--- config.mk ---
export PLATFORM = sky130hd
export DESIGN_NAME = serial_hex_loader_parser
export DESIGN_NICKNAME = d
export VERILOG_FILES = /design/src/sv/shlp_pkg.sv /design/src/sv/shlp_step.sv /design/src/sv/serial_hex_loader_parser.sv
export VERILOG_INCLUDE_DIRS = /design/src /design/src/sv
export SDC_FILE = /design/constraint.sdc
export NUM_CORES = 1
export LEC_CHECK = 0
export BUFFER_PORTS_ARGS = -buffer_cell sky130_fd_sc_hd__buf_4
export CAP_MARGIN = 20
export CORE_ASPECT_RATIO = 0.7
export CORE_UTILIZATION = 62
export CTS_CLUSTER_SIZE = 8
export DETAILED_ROUTE_END_ITERATION = 6
export PLACE_DENSITY_LB_ADDON = 0.2
export SYNTH_ARGS = -nofsm -noshare
export SYNTH_HDL_FRONTEND = slang
export SYNTH_SLANG_ARGS = --single-unit
--- constraint.sdc ---
create_clock -name clock -period 18.6 [get_ports clock]
set_input_delay 2.79 -clock clock [delete_from_list [all_inputs] [get_ports clock]]
set_output_delay 2.79 -clock clock [all_outputs]
set_load 0.03 [all_outputs]
--- src/sv/serial_hex_loader_parser_assert.svh ---
// Assertion macros shared by the serial hex loader parser RTL.
`ifndef SERIAL_HEX_LOADER_PARSER_ASSERT_SVH
`define SERIAL_HEX_LOADER_PARSER_ASSERT_SVH

// Same-cycle implication, disabled during reset.
`define SHLP_ASSERT_IMPL(lbl, clk, rst, ante, cons, msg) \
   lbl: assert property (@(posedge clk) disable iff (rst) (ante) |-> (cons)) \
      else $error(msg);

// Next-cycle implication, disabled during reset.
`define SHLP_ASSERT_NEXT(lbl, clk, rst, ante, cons, msg) \
   lbl: assert property (@(posedge clk) disable iff (rst) (ante) |=> (cons)) \
      else $error(msg);

`endif

--- src/sv/shlp_pkg.sv ---
// Types, constants and helpers for the serial hex loader parser.
`timescale 1ns / 1ps

package shlp_pkg;

   localparam int BYTES_PER_LINE = 16;

   localparam logic [7:0] CH_NL    = 8'h0A;
   localparam logic [7:0] CH_SPACE = 8'h20;
   localparam logic [7:0] CH_ZERO  = 8'h30;
   localparam logic [7:0] CH_NINE  = 8'h39;
   localparam logic [7:0] CH_DOT   = 8'h2E;
   localparam logic [7:0] CH_UP_D  = 8'h44;
   localparam logic [7:0] CH_UP_E  = 8'h45;
   localparam logic [7:0] CH_UP_G  = 8'h47;
   localparam logic [7:0] CH_LO_A  = 8'h61;
   localparam logic [7:0] CH_LO_F  = 8'h66;
   localparam logic [7:0] CH_LO_X  = 8'h78;

   typedef enum logic [8:0] {
      ST_IDLE = 9'b000000001,
      ST_ZERO = 9'b000000010,
      ST_X    = 9'b000000100,
      ST_ADDR = 9'b000001000,
      ST_DHI  = 9'b000010000,
      ST_DLO  = 9'b000100000,
      ST_LEN  = 9'b001000000,
      ST_SKIP = 9'b010000000,
      ST_HALT = 9'b100000000
   } phase_type;

   typedef enum logic [1:0] {
      TGT_LOAD = 2'd0,
      TGT_DUMP = 2'd1,
      TGT_GO   = 2'd2
   } target_type;

   typedef struct packed {
      phase_type   phase;
      target_type  target;
      logic [31:0] address_acc;
      logic [31:0] count_acc;
      logic [3:0]  high_nibble;
      logic        echo_on;
   } parse_state_type;

   typedef struct packed {
      logic        echo_valid;
      logic [7:0]  echo_byte;
      logic        write_valid;
      logic [31:0] write_address;
      logic [7:0]  write_byte;
      logic        dump_valid;
      logic [31:0] dump_address;
      logic [31:0] dump_length;
      logic        go_valid;
      logic [31:0] go_address;
   } result_type;

   typedef struct packed {
      logic       valid;
      logic [3:0] nibble;
   } hex_digit_type;

   // Lowercase hex only; anything else is flagged invalid.
   function automatic hex_digit_type hex_digit(input logic [7:0] c);
      hex_digit_type d;
      d.valid  = 1'b0;
      d.nibble = 4'h0;
      if (c >= CH_ZERO && c <= CH_NINE) begin
         d.valid  = 1'b1;
         d.nibble = c[3:0];
      end else if (c >= CH_LO_A && c <= CH_LO_F) begin
         d.valid  = 1'b1;
         d.nibble = c[3:0] + 4'd9;
      end
      return d;
   endfunction

endpackage

--- src/sv/shlp_step.sv ---
// Next-state and result logic for one received byte.
`timescale 1ns / 1ps

module shlp_step
   import shlp_pkg::*;
(
   input  parse_state_type cur,
   input  logic [7:0]      rx_byte,
   output parse_state_type nxt,
   output result_type      res
);

   hex_digit_type dig;

   assign dig = hex_digit(rx_byte);

   always_comb begin
      nxt = cur;
      res = '0;
      if (cur.phase != ST_HALT) begin
         if (cur.echo_on) begin
            res.echo_valid = 1'b1;
            res.echo_byte  = rx_byte;
         end else if (rx_byte == CH_NL) begin
            res.echo_valid = 1'b1;
            res.echo_byte  = CH_DOT;
         end
         case (cur.phase)
            ST_IDLE: begin
               if (rx_byte == CH_SPACE) begin
                  nxt.phase = cur.phase;
               end else if (rx_byte == CH_ZERO) begin
                  nxt.phase  = ST_X;
                  nxt.target = TGT_LOAD;
               end else if (rx_byte == CH_UP_E) begin
                  nxt.echo_on = ~cur.echo_on;
                  nxt.phase   = ST_SKIP;
               end else if (rx_byte == CH_UP_D) begin
                  nxt.target = TGT_DUMP;
                  nxt.phase  = ST_ZERO;
               end else if (rx_byte == CH_UP_G) begin
                  nxt.target = TGT_GO;
                  nxt.phase  = ST_ZERO;
               end else if (rx_byte != CH_NL) begin
                  nxt.phase = ST_SKIP;
               end
            end
            ST_ZERO: begin
               if (rx_byte == CH_ZERO) nxt.phase = ST_X;
               else if (rx_byte == CH_NL) nxt.phase = ST_IDLE;
            end
            ST_X: begin
               if (rx_byte == CH_LO_X) begin
                  nxt.phase       = ST_ADDR;
                  nxt.address_acc = '0;
               end else if (rx_byte == CH_NL) begin
                  nxt.phase = ST_IDLE;
               end else begin
                  nxt.phase = ST_SKIP;
               end
            end
            ST_ADDR: begin
               if (rx_byte == CH_SPACE || rx_byte == CH_NL) begin
                  nxt.count_acc = '0;
                  if (cur.target == TGT_DUMP) begin
                     nxt.phase = ST_LEN;
                  end else if (cur.target == TGT_GO) begin
                     nxt.phase      = ST_HALT;
                     res.go_valid   = 1'b1;
                     res.go_address = cur.address_acc;
                  end else begin
                     nxt.phase = ST_DHI;
                  end
               end else begin
                  nxt.address_acc = dig.valid ? {cur.address_acc[27:0], dig.nibble} : '1;
               end
            end
            ST_DHI: begin
               if (rx_byte == CH_NL) begin
                  nxt.phase = ST_IDLE;
               end else if (rx_byte == CH_SPACE) begin
                  nxt.phase = cur.phase;
               end else if (cur.count_acc == 32'(BYTES_PER_LINE)) begin
                  nxt.phase = ST_SKIP;
               end else begin
                  nxt.phase       = ST_DLO;
                  nxt.high_nibble = dig.valid ? dig.nibble : 4'hF;
               end
            end
            ST_DLO: begin
               if (rx_byte == CH_NL) begin
                  nxt.phase = ST_IDLE;
               end else begin
                  nxt.phase         = ST_DHI;
                  res.write_valid   = 1'b1;
                  res.write_address = cur.address_acc + cur.count_acc;
                  res.write_byte    = dig.valid ? {cur.high_nibble, dig.nibble} : 8'hFF;
                  nxt.count_acc     = cur.count_acc + 32'd1;
               end
            end
            ST_LEN: begin
               if (rx_byte == CH_NL) begin
                  res.dump_valid   = 1'b1;
                  res.dump_address = cur.address_acc;
                  res.dump_length  = cur.count_acc;
                  nxt.phase        = ST_IDLE;
               end else begin
                  nxt.count_acc = dig.valid ? {cur.count_acc[27:0], dig.nibble} : '1;
               end
            end
            ST_SKIP: begin
               if (rx_byte == CH_NL) nxt.phase = ST_IDLE;
            end
            default: begin
               nxt.phase = ST_HALT;
            end
         endcase
      end
   end

endmodule

--- src/sv/serial_hex_loader_parser.sv ---
// Top level of the serial hex loader command parser.
//
//   channel  direction  handshake              payload
//   req      in         req_valid / req_ready  req_rx_byte
//   rsp      out        rsp_valid / rsp_ready  echo, write, dump and go fields
//
// One request is parsed in the cycle it is accepted; its result appears in the
// output register on the next cycle. A new request is taken every cycle while
// the output register is empty or being drained, so throughput is one byte per
// cycle, set by the single parse step between parser state and output register.
// Synchronous active-high reset returns the parser to idle with echo off and
// empties the output register. While rsp_ready is low a held result blocks
// req_ready; nothing is dropped. After a go request every byte yields all zeros.
`timescale 1ns / 1ps
`include "serial_hex_loader_parser_assert.svh"

module serial_hex_loader_parser
   import shlp_pkg::*;
(
   input  logic        clock,
   input  logic        reset,
   input  logic        req_valid,
   output logic        req_ready,
   input  logic [7:0]  req_rx_byte,
   output logic        rsp_valid,
   input  logic        rsp_ready,
   output logic        rsp_echo_valid,
   output logic [7:0]  rsp_echo_byte,
   output logic        rsp_write_valid,
   output logic [31:0] rsp_write_address,
   output logic [7:0]  rsp_write_byte,
   output logic        rsp_dump_valid,
   output logic [31:0] rsp_dump_address,
   output logic [31:0] rsp_dump_length,
   output logic        rsp_go_valid,
   output logic [31:0] rsp_go_address
);

   parse_state_type state_ff;
   parse_state_type state_in;
   result_type      result_ff;
   result_type      result_in;
   logic            rsp_valid_ff;
   logic            accept;

   // Output register frees up in the same cycle it is drained.
   assign req_ready = !rsp_valid_ff || rsp_ready;
   assign accept    = req_valid && req_ready;

   shlp_step u_step (
      .cur     (state_ff),
      .rx_byte (req_rx_byte),
      .nxt     (state_in),
      .res     (result_in)
   );

   always_ff @(posedge clock) begin
      if (reset) begin
         rsp_valid_ff         <= 1'b0;
         state_ff.phase       <= ST_IDLE;
         state_ff.target      <= TGT_LOAD;
         state_ff.address_acc <= '0;
         state_ff.count_acc   <= '0;
         state_ff.high_nibble <= '0;
         state_ff.echo_on     <= 1'b0;
      end else if (accept) begin
         rsp_valid_ff <= 1'b1;
         state_ff     <= state_in;
      end else if (rsp_ready) begin
         rsp_valid_ff <= 1'b0;
      end
   end

   // Result payload, no reset needed.
   always_ff @(posedge clock) begin
      if (accept) result_ff <= result_in;
   end

   assign rsp_valid         = rsp_valid_ff;
   assign rsp_echo_valid    = result_ff.echo_valid;
   assign rsp_echo_byte     = result_ff.echo_byte;
   assign rsp_write_valid   = result_ff.write_valid;
   assign rsp_write_address = result_ff.write_address;
   assign rsp_write_byte    = result_ff.write_byte;
   assign rsp_dump_valid    = result_ff.dump_valid;
   assign rsp_dump_address  = result_ff.dump_address;
   assign rsp_dump_length   = result_ff.dump_length;
   assign rsp_go_valid      = result_ff.go_valid;
   assign rsp_go_address    = result_ff.go_address;

   // At most one memory-side request per result.
   `SHLP_ASSERT_IMPL(a_one_request, clock, reset, rsp_valid_ff,
      $countones({result_ff.write_valid, result_ff.dump_valid, result_ff.go_valid}) <= 1,
      "more than one request in a result")

   // A go request always halts the parser.
   `SHLP_ASSERT_NEXT(a_go_halts, clock, reset, accept && result_in.go_valid,
      state_ff.phase == ST_HALT, "go request did not halt")

   // Once halted, results are all zero.
   `SHLP_ASSERT_NEXT(a_halt_quiet, clock, reset, accept && state_ff.phase == ST_HALT,
      result_ff == '0, "nonzero result while halted")

   // Data byte count never passes the per-line limit.
   `SHLP_ASSERT_IMPL(a_line_limit, clock, reset,
      state_ff.phase == ST_DHI || state_ff.phase == ST_DLO,
      state_ff.count_acc <= 32'(BYTES_PER_LINE), "data byte count over line limit")

endmodule

Word-level counts from Yosys, hierarchy flattened
Cells that the tools add are included.
{"block": "op_classes", "n_mux": 40, "n_bitwise": 10, "order_cmp": 4, "reduce_logical": 23, "eq_ne": 29, "n_addsub": 3}
{"cell": "2-to-1 mux 32 bit", "n": 7}
{"cell": "2-to-1 mux 9 bit", "n": 13}
{"cell": "case mux 32 bit (3 select lines)", "n": 1}
{"cell": "2-to-1 mux 65 bit", "n": 1}
{"cell": "case mux 32 bit (2 select lines)", "n": 1}
{"cell": "case mux 9 bit (7 select lines)", "n": 1}
{"cell": "2-to-1 mux 41 bit", "n": 1}
{"cell": "2-to-1 mux 33 bit", "n": 1}
{"cell": "adder 32 x 1 -> 32 bit, second input constant", "n": 1}
{"cell": "adder 32 bit", "n": 1}
{"cell": "equality test 32 x 5 -> 1 bit, second input constant", "n": 1}
{"cell": "equality test 8 x 7 -> 1 bit, second input constant", "n": 4}
{"cell": "2-to-1 mux 8 bit", "n": 4}
{"cell": "AND reduction 6 bit", "n": 5}
{"cell": "2-to-1 mux 11 bit", "n": 2}
{"cell": "equality test 8 x 6 -> 1 bit, second input constant", "n": 2}
{"cell": "2-to-1 mux 5 bit", "n": 3}
{"cell": "inverter 1 bit", "n": 10}
{"cell": "equality test 9 x 1 -> 1 bit, second input constant", "n": 1}
{"cell": "equality test 9 x 2 -> 1 bit, second input constant", "n": 1}
{"cell": "equality test 9 x 3 -> 1 bit, second input constant", "n": 1}
{"cell": "equality test 9 x 4 -> 1 bit, second input constant", "n": 1}
{"cell": "equality test 9 x 5 -> 1 bit, second input constant", "n": 1}
{"cell": "equality test 9 x 6 -> 1 bit, second input constant", "n": 1}
{"cell": "31 further kinds", "n": 44}
{"block": "totals", "input_bits": 12, "output_inout_bits": 150, "regBits": 229, "elab_cells": 126}

Longest topological paths before layout
Gate-level depths: netlist (run 1).
{"block": "logic_depth", "depth_word": 8, "depth_mapped": 12, "depth_no_buf": 11}

By module
Synthesis (run 1) repeated with hierarchy kept, for this count alone.
{"block": "unflattened", "cells_unflattened": 1400, "hier_area_um2": 13274.0}
{"mod": "serial_hex_loader_parser", "seq_area_each_um2": 6065.8, "cells_per_inst": 518, "area_per_inst_um2": 7918.8, "n_inst": 1}
{"mod": "shlp_step", "seq_area_each_um2": 0.0, "cells_per_inst": 882, "area_per_inst_um2": 5355.1, "n_inst": 1}

Least setup slack after synthesis (run 1)
OpenSTA, ideal clock, no wires.
{"block": "synth_timing", "kind": "input port to flip-flop", "start": "input port rsp_ready", "end": "register state_ff[1] (netlist name)", "path_stages": 7, "slack_ns": 10.502, "required_ns": 18.472, "path_buffers": 0, "setup_ns": 0.128, "arrival_ns": 7.971, "path_cell_list": "nand2b_1 -> and2_1 -> and2_4 -> nand2_2 -> nor4_4 -> mux2i_1 -> nor2_1"}
{"block": "synth_via", "elab_chain_len": 3}
{"item": "start, declared", "line_no": "serial_hex_loader_parser.sv:26", "source": "input logic rsp_ready,"}
{"item": "logical OR 1 bit", "line_no": "serial_hex_loader_parser.sv:47", "source": "assign req_ready = !rsp_valid_ff || rsp_ready;"}
{"item": "logical AND 1 bit", "line_no": "serial_hex_loader_parser.sv:48", "source": "assign accept = req_valid && req_ready;"}
{"item": "net accept", "line_no": "serial_hex_loader_parser.sv:44", "source": "logic accept;"}
{"item": "AND reduction 6 bit (no source line)"}
{"item": "end signal, assigned", "line_no": "serial_hex_loader_parser.sv:68", "source": "state_ff <= state_in;"}
{"item": "end, declared", "line_no": "serial_hex_loader_parser.sv:39", "source": "parse_state_type state_ff;"}
The timed path passes the listed nets, and every way through them passes these cells.
A chain may end at the register's enable or synchronous reset.

Worst setup path in the final report (run 1)
{"block": "layout_timing", "start": "input port rsp_ready", "end": "output port req_ready"}
{"block": "layout_via", "elab_chain_len": 1}
{"item": "logical OR 1 bit", "line_no": "serial_hex_loader_parser.sv:47"}
{"item": "end, declared", "line_no": "serial_hex_loader_parser.sv:23", "source": "output logic req_ready,"}
No other way between the ends.

==> flow_metrics.py, run 1 <==
metrics = {
    "outcome": {
        "outcome": "complete, no violations",
    },
    "floorplanning": {
        "die_area_sq_um": 19200,
        "io_pins": 162,
        "initial_core_util": 0.638,
        "die_x_um": 165,
        "rows": 41,
        "dieHeight_um": 116,
        "core_area_sq_um": 18100,
    },
    "global_routing": {
        "groute.usage.overall": 0.314,
        "grt_max_degree": 87,
        "grt_pass1_wl_um": 46800,
        "grt_overflow_total": 0,
        "grt_pass1_vias": 8912,
        "antenna_found_initial": 0,
    },
    "sta": {
        "period_share": 0.324,
        "period_minus_slack_ns": 6.03,
        "setup_viol": 0,
        "hold_slack_ns": 0.476,
        "slew-limit-headroom": 0.278,
        "finalClockSkew_ns": 0.0167,
        "rsz0062_at_grt": "no",
        "clock.fmax_mhz": 166,
        "worstMarginPinSlew_ns": 1.08,
        "setup_slack_ns": 12.57,
        "hold_violations": 0,
        "drv_slew": 0,
        "fin_setup_tns_ns": 0,
    },
    "clocking": {
        "clock_path_buffers": 3,
        "insertion_delay_ns": 0.51,
        "h-tree-depth": 2,
        "cts_tree": "done",
        "path_clk_slew_ns": 0.05,
        "postCtsHoldBufs": 0,
        "clock_sink_count": 229,
        "cts_setup_buffers": 0,
        "root_buffer": "clkbuf_16",
        "numCtsBuffers": 34,
        "cts_resized": 0,
    },
    "setup_path": {
        "path_cells": "buf_4 > nand2b_1 > buf_4",
        "endpoint_kind": "primary output",
        "crit_top_cell": "buf_4",
        "critPathKind": "primary input to primary output",
        "worstPathArrival_ns": 3.24,
        "critPathLaunchType": "primary input",
        "reg2reg_depth": 11,
        "worstPathRequired_ns": 15.81,
        "crit_slowest_cell": "buf_4",
        "path_max_fanout": 3,
        "reg2reg_slack_ns": 15.03,
        "reg2reg_to": "rsp_write_address[28]",
        "max_stage_delay_ns": 0.18,
        "r2r-start": "state_ff[5]",
    },
    "min_path": {
        "hold_start": "state_ff[4]",
        "hp-class": "flip-flop to flip-flop",
        "hold_path_end": "state_ff[4]",
        "hold_depth": 2,
    },
    "yosys": {
        "synthSimpleGateAreaFrac": 0.196,
        "synthTopCellsByArea": "edfxtp_1 (38%), dfxtp_1 (14%), and2_1 (5.4%)",
        "ys_ff_latch": 229,
        "synth_compound_area_frac": 0.168,
        "synth.area.mux_share": 0.00520,
        "netlist_area_sq_um": 11600,
        "synth-xor-area-share": 0.0227,
        "synth_top_area_cell": "edfxtp_1",
        "synth-seq-area-share": 0.525,
        "yosys.area.top_type_share": 0.385,
        "yosysWarningCount": 0,
        "syn_nets": 1200,
        "synth_top_family_by_area": "simple AND/OR/NAND/NOR gates",
        "synthFlopType": "edfxtp_1",
        "synth-edff-count": 148,
        "synth.avg_cell_area_sq_um": 10.1,
        "synth.distinct_cells": 73,
        "syn_inst": 1146,
        "synth_fa_ha_area_frac": 0.0461,
        "synthArstFlopShare": 0,
    },
    "route": {
        "dr.pass1.iters": 6,
        "drc_errors": 0,
        "ant_nets": 0,
        "wire_per_inst_um": 19.5,
        "wl_um": 29900,
        "dr.first_iter.drc_count": 1240,
        "viasPerCell": 6.34,
        "vias": 9763,
    },
    "power": {
        "total_leakage_power_nw": 5.33,
        "irDropWorstVdd_mv": 0.0762,
        "p_total_w": 0.00121,
        "p_per_area_nw_per_um2": 87.9,
    },
    "layout": {
        "area_delta_synth_final_pct": 19.5,
        "n_antenna_cell": 0,
        "final_util": 0.762,
        "drive_above_1_share": 0.177,
        "nNetsFinal": 1332,
    },
    "place": {
        "preCtsSetupSlack_ns": 12.58,
        "port_buffers": 161,
        "gp_congestion": 0.924,
        "dp_hpwl_um": 18900,
    },
    "flow_run": {
        "maxCapViolations": 0,
    },
}
## flip-flops by register name, summed over array words and instances (netlist names)
register	flops
rsp_dump_address	32
rsp_dump_valid	1
rsp_go_valid	1
rsp_echo_valid	1
rsp_valid	1
rsp_go_address	32
rsp_write_valid	1
rsp_write_byte	8
rsp_echo_byte	8
rsp_dump_length	32
state_ff	80
rsp_write_address	32
## how the worst max path moves through the flow
| stage | cells past startpoint | end | from | slack [ns] |
|---|---|---|---|---|
| 4_1_cts | 3 | req_ready | rsp_ready | 12.57 |
| 2_1_floorplan | 7 | state_ff[1] | rsp_ready | 10.50 |
| 6_report | 3 | req_ready | rsp_ready | 12.57 |
| 3_5_place_dp | 3 | req_ready | rsp_ready | 12.58 |
| 5_1_grt | 3 | req_ready | rsp_ready | 12.56 |
| 3_3_place_gp | 3 | req_ready | rsp_ready | 12.58 |
## cells by family (layout without fill, tap and decap cells)
family,Yosys count,count (layout)
XOR/XNOR,30,30
buffers and inverters,96,253
multiplexers,6,6
flip-flops,229,229
adder cells (fa/ha/maj),42,42
AO/OA/AOI/OAI,310,310
AND/OR/NAND/NOR,433,433
## cell usage after synthesis (all sizes together) (2+ instances only)
cell and instances:
nor3 30, and4b 4, nor4b 3, a311oi 7, a31oi 8, edfxtp 148, ha 41, o31ai 13
nand3 23, o211ai 31, a31o 3, o41ai 3, and2 100, nor4 10, xor2 12, o21ai 85
o221ai 3, a211oi 3, nand2 90, a22o 2, a221oi 3, a32o 2, dfxtp 81, mux2i 6
a21oi 87, xnor2 18, nand4b 4, or3 3, buf 20, a21o 19, nor2 111, and3 12
o22ai 3, nand4 16, clkbuf 53, and4 3, nand3b 2, or2 5, o21a 5, inv 23
nor2b 7, a211o 2, o21bai 5, nand2b 7, a22oi 19
## area by class of cell
type	count	area (sq um)
Tap cell	236	295
Inverter	23	86.3
Timing Repair Buffer	169	1300
Clock inverter	4	38.8
Fill cell	1246	4300
Sequential cell	229	6070
Clock buffer	57	937
Multi-Input combinational cell	821	5080
## worst max-delay path: cells and delay by family
| kind | cells | cell delay [ns] |
|---|---|---|
| buffers and inverters | 2 | 0.28 |
| and+or+nand+nor | 1 | 0.16 |
## cells in the final DEF, fill, tap and decap left out, drive strengths merged, types with 31 or more instances in the layout
master	n
clkbuf	57
buf	169
a21oi	87
and2	100
dfxtp	81
o21ai	85
nand2	90
edfxtp	148
o211ai	31
ha	41
nor2	111
## routing by layer
layer | routed length (um) | part of all wire | vias to the layer above | GRT usage
met3 | 2930 | 0.098 | 71 | 0.0604
met1 | 13400 | 0.45 | 4639 | 0.471
met4 | 741 | 0.025 | 0 | 0.114
met2 | 12900 | 0.43 | 586 | 0.453
li1 | - | - | 4467 | -
met5 | 0 | 0 | - | 0
## power breakdown
part | total (W) | internal [W] | switching [W]
combinational | 0.0000874 | 0.0000267 | 0.0000606
sequential | 0.000565 | 0.000558 | 0.00000671
clock | 0.000562 | 0.000343 | 0.000219
total | 0.00121 | 0.000928 | 0.000286
## stage by stage
step | cell area (sq um) | std cells
finish | 13800 | 1539
global route | 13800 | 1539
CTS | 13800 | 1538
detailed placement | 12800 | 1477
global placement | 12800 | 1476
floorplan | 11600 | 1146
Power figures use the tool's default switching activity.
==> run 2: changes to the inputs <==
--- a/config.mk
+++ b/config.mk
@@ -6,10 +6,11 @@
 export SDC_FILE = /design/constraint.sdc
 export NUM_CORES = 1
 export LEC_CHECK = 0
+export ABC_AREA = 1
 export BUFFER_PORTS_ARGS = -buffer_cell sky130_fd_sc_hd__buf_4
 export CAP_MARGIN = 20
 export CORE_ASPECT_RATIO = 0.7
-export CORE_UTILIZATION = 62
+export CORE_UTILIZATION = 53
 export CTS_CLUSTER_SIZE = 8
 export DETAILED_ROUTE_END_ITERATION = 6
 export PLACE_DENSITY_LB_ADDON = 0.2
==> constraint.sdc (replaced) <==
create_clock -name clock -period 4.9 [get_ports clock]
set_input_delay 0.735 -clock clock [delete_from_list [all_inputs] [get_ports clock]]
set_output_delay 0.735 -clock clock [all_outputs]
set_load 0.03 [all_outputs]
==> flow_metrics.py, run 2 <==
metrics = {
    "route": {
        "wire_per_inst_um": 16.9,
        "wl_um": 38800,
        "dr.pass1.iters": 6,
        "dr.first_iter.drc_count": 1428,
        "ant_nets": 0,
        "vias": 12454,
        "drc_errors": 0,
        "viasPerCell": 5.41,
    },
    "layout": {
        "drive_above_1_share": 0.120,
        "nNetsFinal": 2011,
        "top_register": "state_ff",
        "stdcell_area_sq_um": 15500,
        "largest_reg_flops": 80,
        "final_util": 0.648,
        "fin_cells": 2301,
        "n_antenna_cell": 0,
        "final_common_cell": "nand2_1",
        "area_delta_synth_final_pct": 18.7,
        "final_cell_mix": "nand2_1 (534), nor2_1 (331), inv_1 (227)",
        "fillerInstances": 2061,
    },
    "clocking": {
        "insertion_delay_ns": 0.53,
        "postCtsHoldBufs": 0,
        "clock_path_buffers": 3,
        "clock_sink_count": 229,
        "numCtsBuffers": 34,
        "root_buffer": "clkbuf_16",
        "cts_resized": 0,
        "cts_tree": "done",
        "h-tree-depth": 2,
        "path_clk_slew_ns": 0.05,
        "cts_setup_buffers": 0,
    },
    "global_routing": {
        "grt_overflow_total": 0,
        "groute.usage.overall": 0.309,
        "antenna_found_initial": 0,
        "grt_pass1_vias": 11340,
        "grt_pass1_wl_um": 61100,
        "grt_max_degree": 66,
    },
    "place": {
        "gp_congestion": 0.969,
        "port_buffers": 161,
        "dp_hpwl_um": 28700,
        "placedInstanceArea_sq_um": 14500,
        "dpl.cell_count": 2239,
    },
    "power": {
        "total_leakage_power_nw": 6.80,
        "p_per_area_nw_per_um2": 302,
        "p_total_w": 0.00468,
        "irDropWorstVdd_mv": 0.255,
    },
    "sta": {
        "hold_violations": 0,
        "period_share": 0.630,
        "rsz0062_at_grt": "no",
        "setup_viol": 0,
        "clock.fmax_mhz": 324,
        "slew-limit-headroom": 0.271,
        "finalClockSkew_ns": 0.0247,
        "period_minus_slack_ns": 3.09,
        "drv_slew": 0,
        "fin_setup_tns_ns": 0,
        "worstMarginPinSlew_ns": 1.09,
    },
    "setup_path": {
        "critPathKind": "flip-flop to flip-flop",
        "path_max_fanout": 40,
        "critPathLaunch": "state_ff[74]",
        "worstPathRequired_ns": 5.35,
        "max_stage_delay_ns": 0.50,
        "endpoint_kind": "flip-flop",
        "reg2reg_to": "state_ff[34]",
        "reg2reg_slack_ns": 1.81,
        "worstPathArrival_ns": 3.54,
        "critPathLaunchType": "flip-flop",
        "crit_end": "state_ff[34]",
        "path_cells": "nor2_4 > nand3_2 > nor2_4 > inv_2 > nand2_1 > nor2_1 > nor2_4 > nand2_4 > nand2_1 > nand2_1 > nor2_1",
        "reg2reg_depth": 11,
        "r2r-start": "state_ff[74]",
        "crit_slowest_cell": "nor2_4",
    },
    "yosys": {
        "syn_inst": 1802,
        "synth.distinct_cells": 40,
        "synth-seq-area-share": 0.464,
        "yosys.area.top_type_share": 0.340,
        "synthTopCellsByArea": "edfxtp_1 (34%), nand2_1 (15%), dfxtp_1 (12%)",
        "yosysWarningCount": 0,
        "syn_nets": 1856,
        "ys_ff_latch": 229,
        "synth_top_area_cell": "edfxtp_1",
        "synthFlopType": "edfxtp_1",
        "synth_most_common_cell": "nand2_1",
        "synth_commonest_cells": "nand2_1 (535), nor2_1 (331), inv_1 (228), edfxtp_1 (148), a21oi_1 (141)",
        "netlist_area_sq_um": 13100,
        "synth.avg_cell_area_sq_um": 7.25,
        "synthArstFlopShare": 0,
        "synth-edff-count": 148,
    },
    "floorplanning": {
        "die_area_sq_um": 25300,
        "io_pins": 162,
        "dieHeight_um": 133,
        "die_x_um": 190,
        "initial_core_util": 0.546,
        "rows": 47,
        "core_area_sq_um": 23900,
    },
    "outcome": {
        "outcome": "complete, no violations",
    },
    "min_path": {
        "hp-class": "flip-flop to flip-flop",
        "hold_start": "state_ff[75]",
    },
    "flow_run": {
        "maxCapViolations": 0,
    },
}
==> run 2: layout make-up <==
type	count	area [sq um]	area share
Multi-Input combinational cell	1284	5850	0.377
Clock buffer	59	955	0.0616
Inverter	237	893	0.0576
Sequential cell	229	6070	0.391
Clock inverter	3	58.8	0.00379
Tap cell	318	398	0.0257
Timing Repair Buffer	171	1280	0.0828
==> run 2: report_power, final <==
| group | switching, W | total (W) | internal [W] |
|---|---|---|---|
| Combinational | 0.000244 | 0.000338 | 0.0000946 |
| Clock | 0.000875 | 0.00221 | 0.00133 |
| Sequential | 0.0000212 | 0.00213 | 0.00211 |
| Total | 0.00114 | 0.00468 | 0.00354 |
==> run 2: per-layer routing <==
metal	part of all wire	track usage	vias up
met5	0	0	-
met4	0.019	0.0721	0
met3	0.11	0.0933	58
met2	0.40	0.433	588
met1	0.46	0.463	5730
li1	-	-	6078
==> run 2: logic make-up (layout without fill, tap and decap cells) <==
group                      count (synthesis)  count (layout)  share of synthesized area
and+or+nand+nor                         1053            1053                      0.331
AOI/OAI and AO/OA                        181             181                     0.0714
xor gates and xnor gates                   8               8                    0.00537
DFF                                      229             229                      0.464
buffers and inverters                    289             470                     0.0875
adders and majority gates                 42              42                     0.0408
==> run 2: critical path, delay by kind of cell, from the launching register on <==
| kind | cells | cell delay, ns |
|---|---|---|
| simple gates | 10 | 2.33 |
| flops | 1 | 0.38 |
| buf+inv | 1 | 0.29 |
==> run 2: through the flow <==
stage	setup slack (ns)	hold WS [ns]
final	1.81	0.494
after global routing	1.58	0.527
after CTS	1.87	0.494
after detailed placement	1.70	0.486
after global placement	1.70	0.479
after floorplan	0.703	0.460
==> run 2: worst min-delay path by stage <==
stage	endpoint	depth (start not counted)
after global placement	state_ff[40]	2
after detailed placement	state_ff[75]	2
after floorplan	state_ff[47]	2
after CTS	state_ff[75]	2
after global routing	state_ff[37]	2
final	state_ff[75]	2
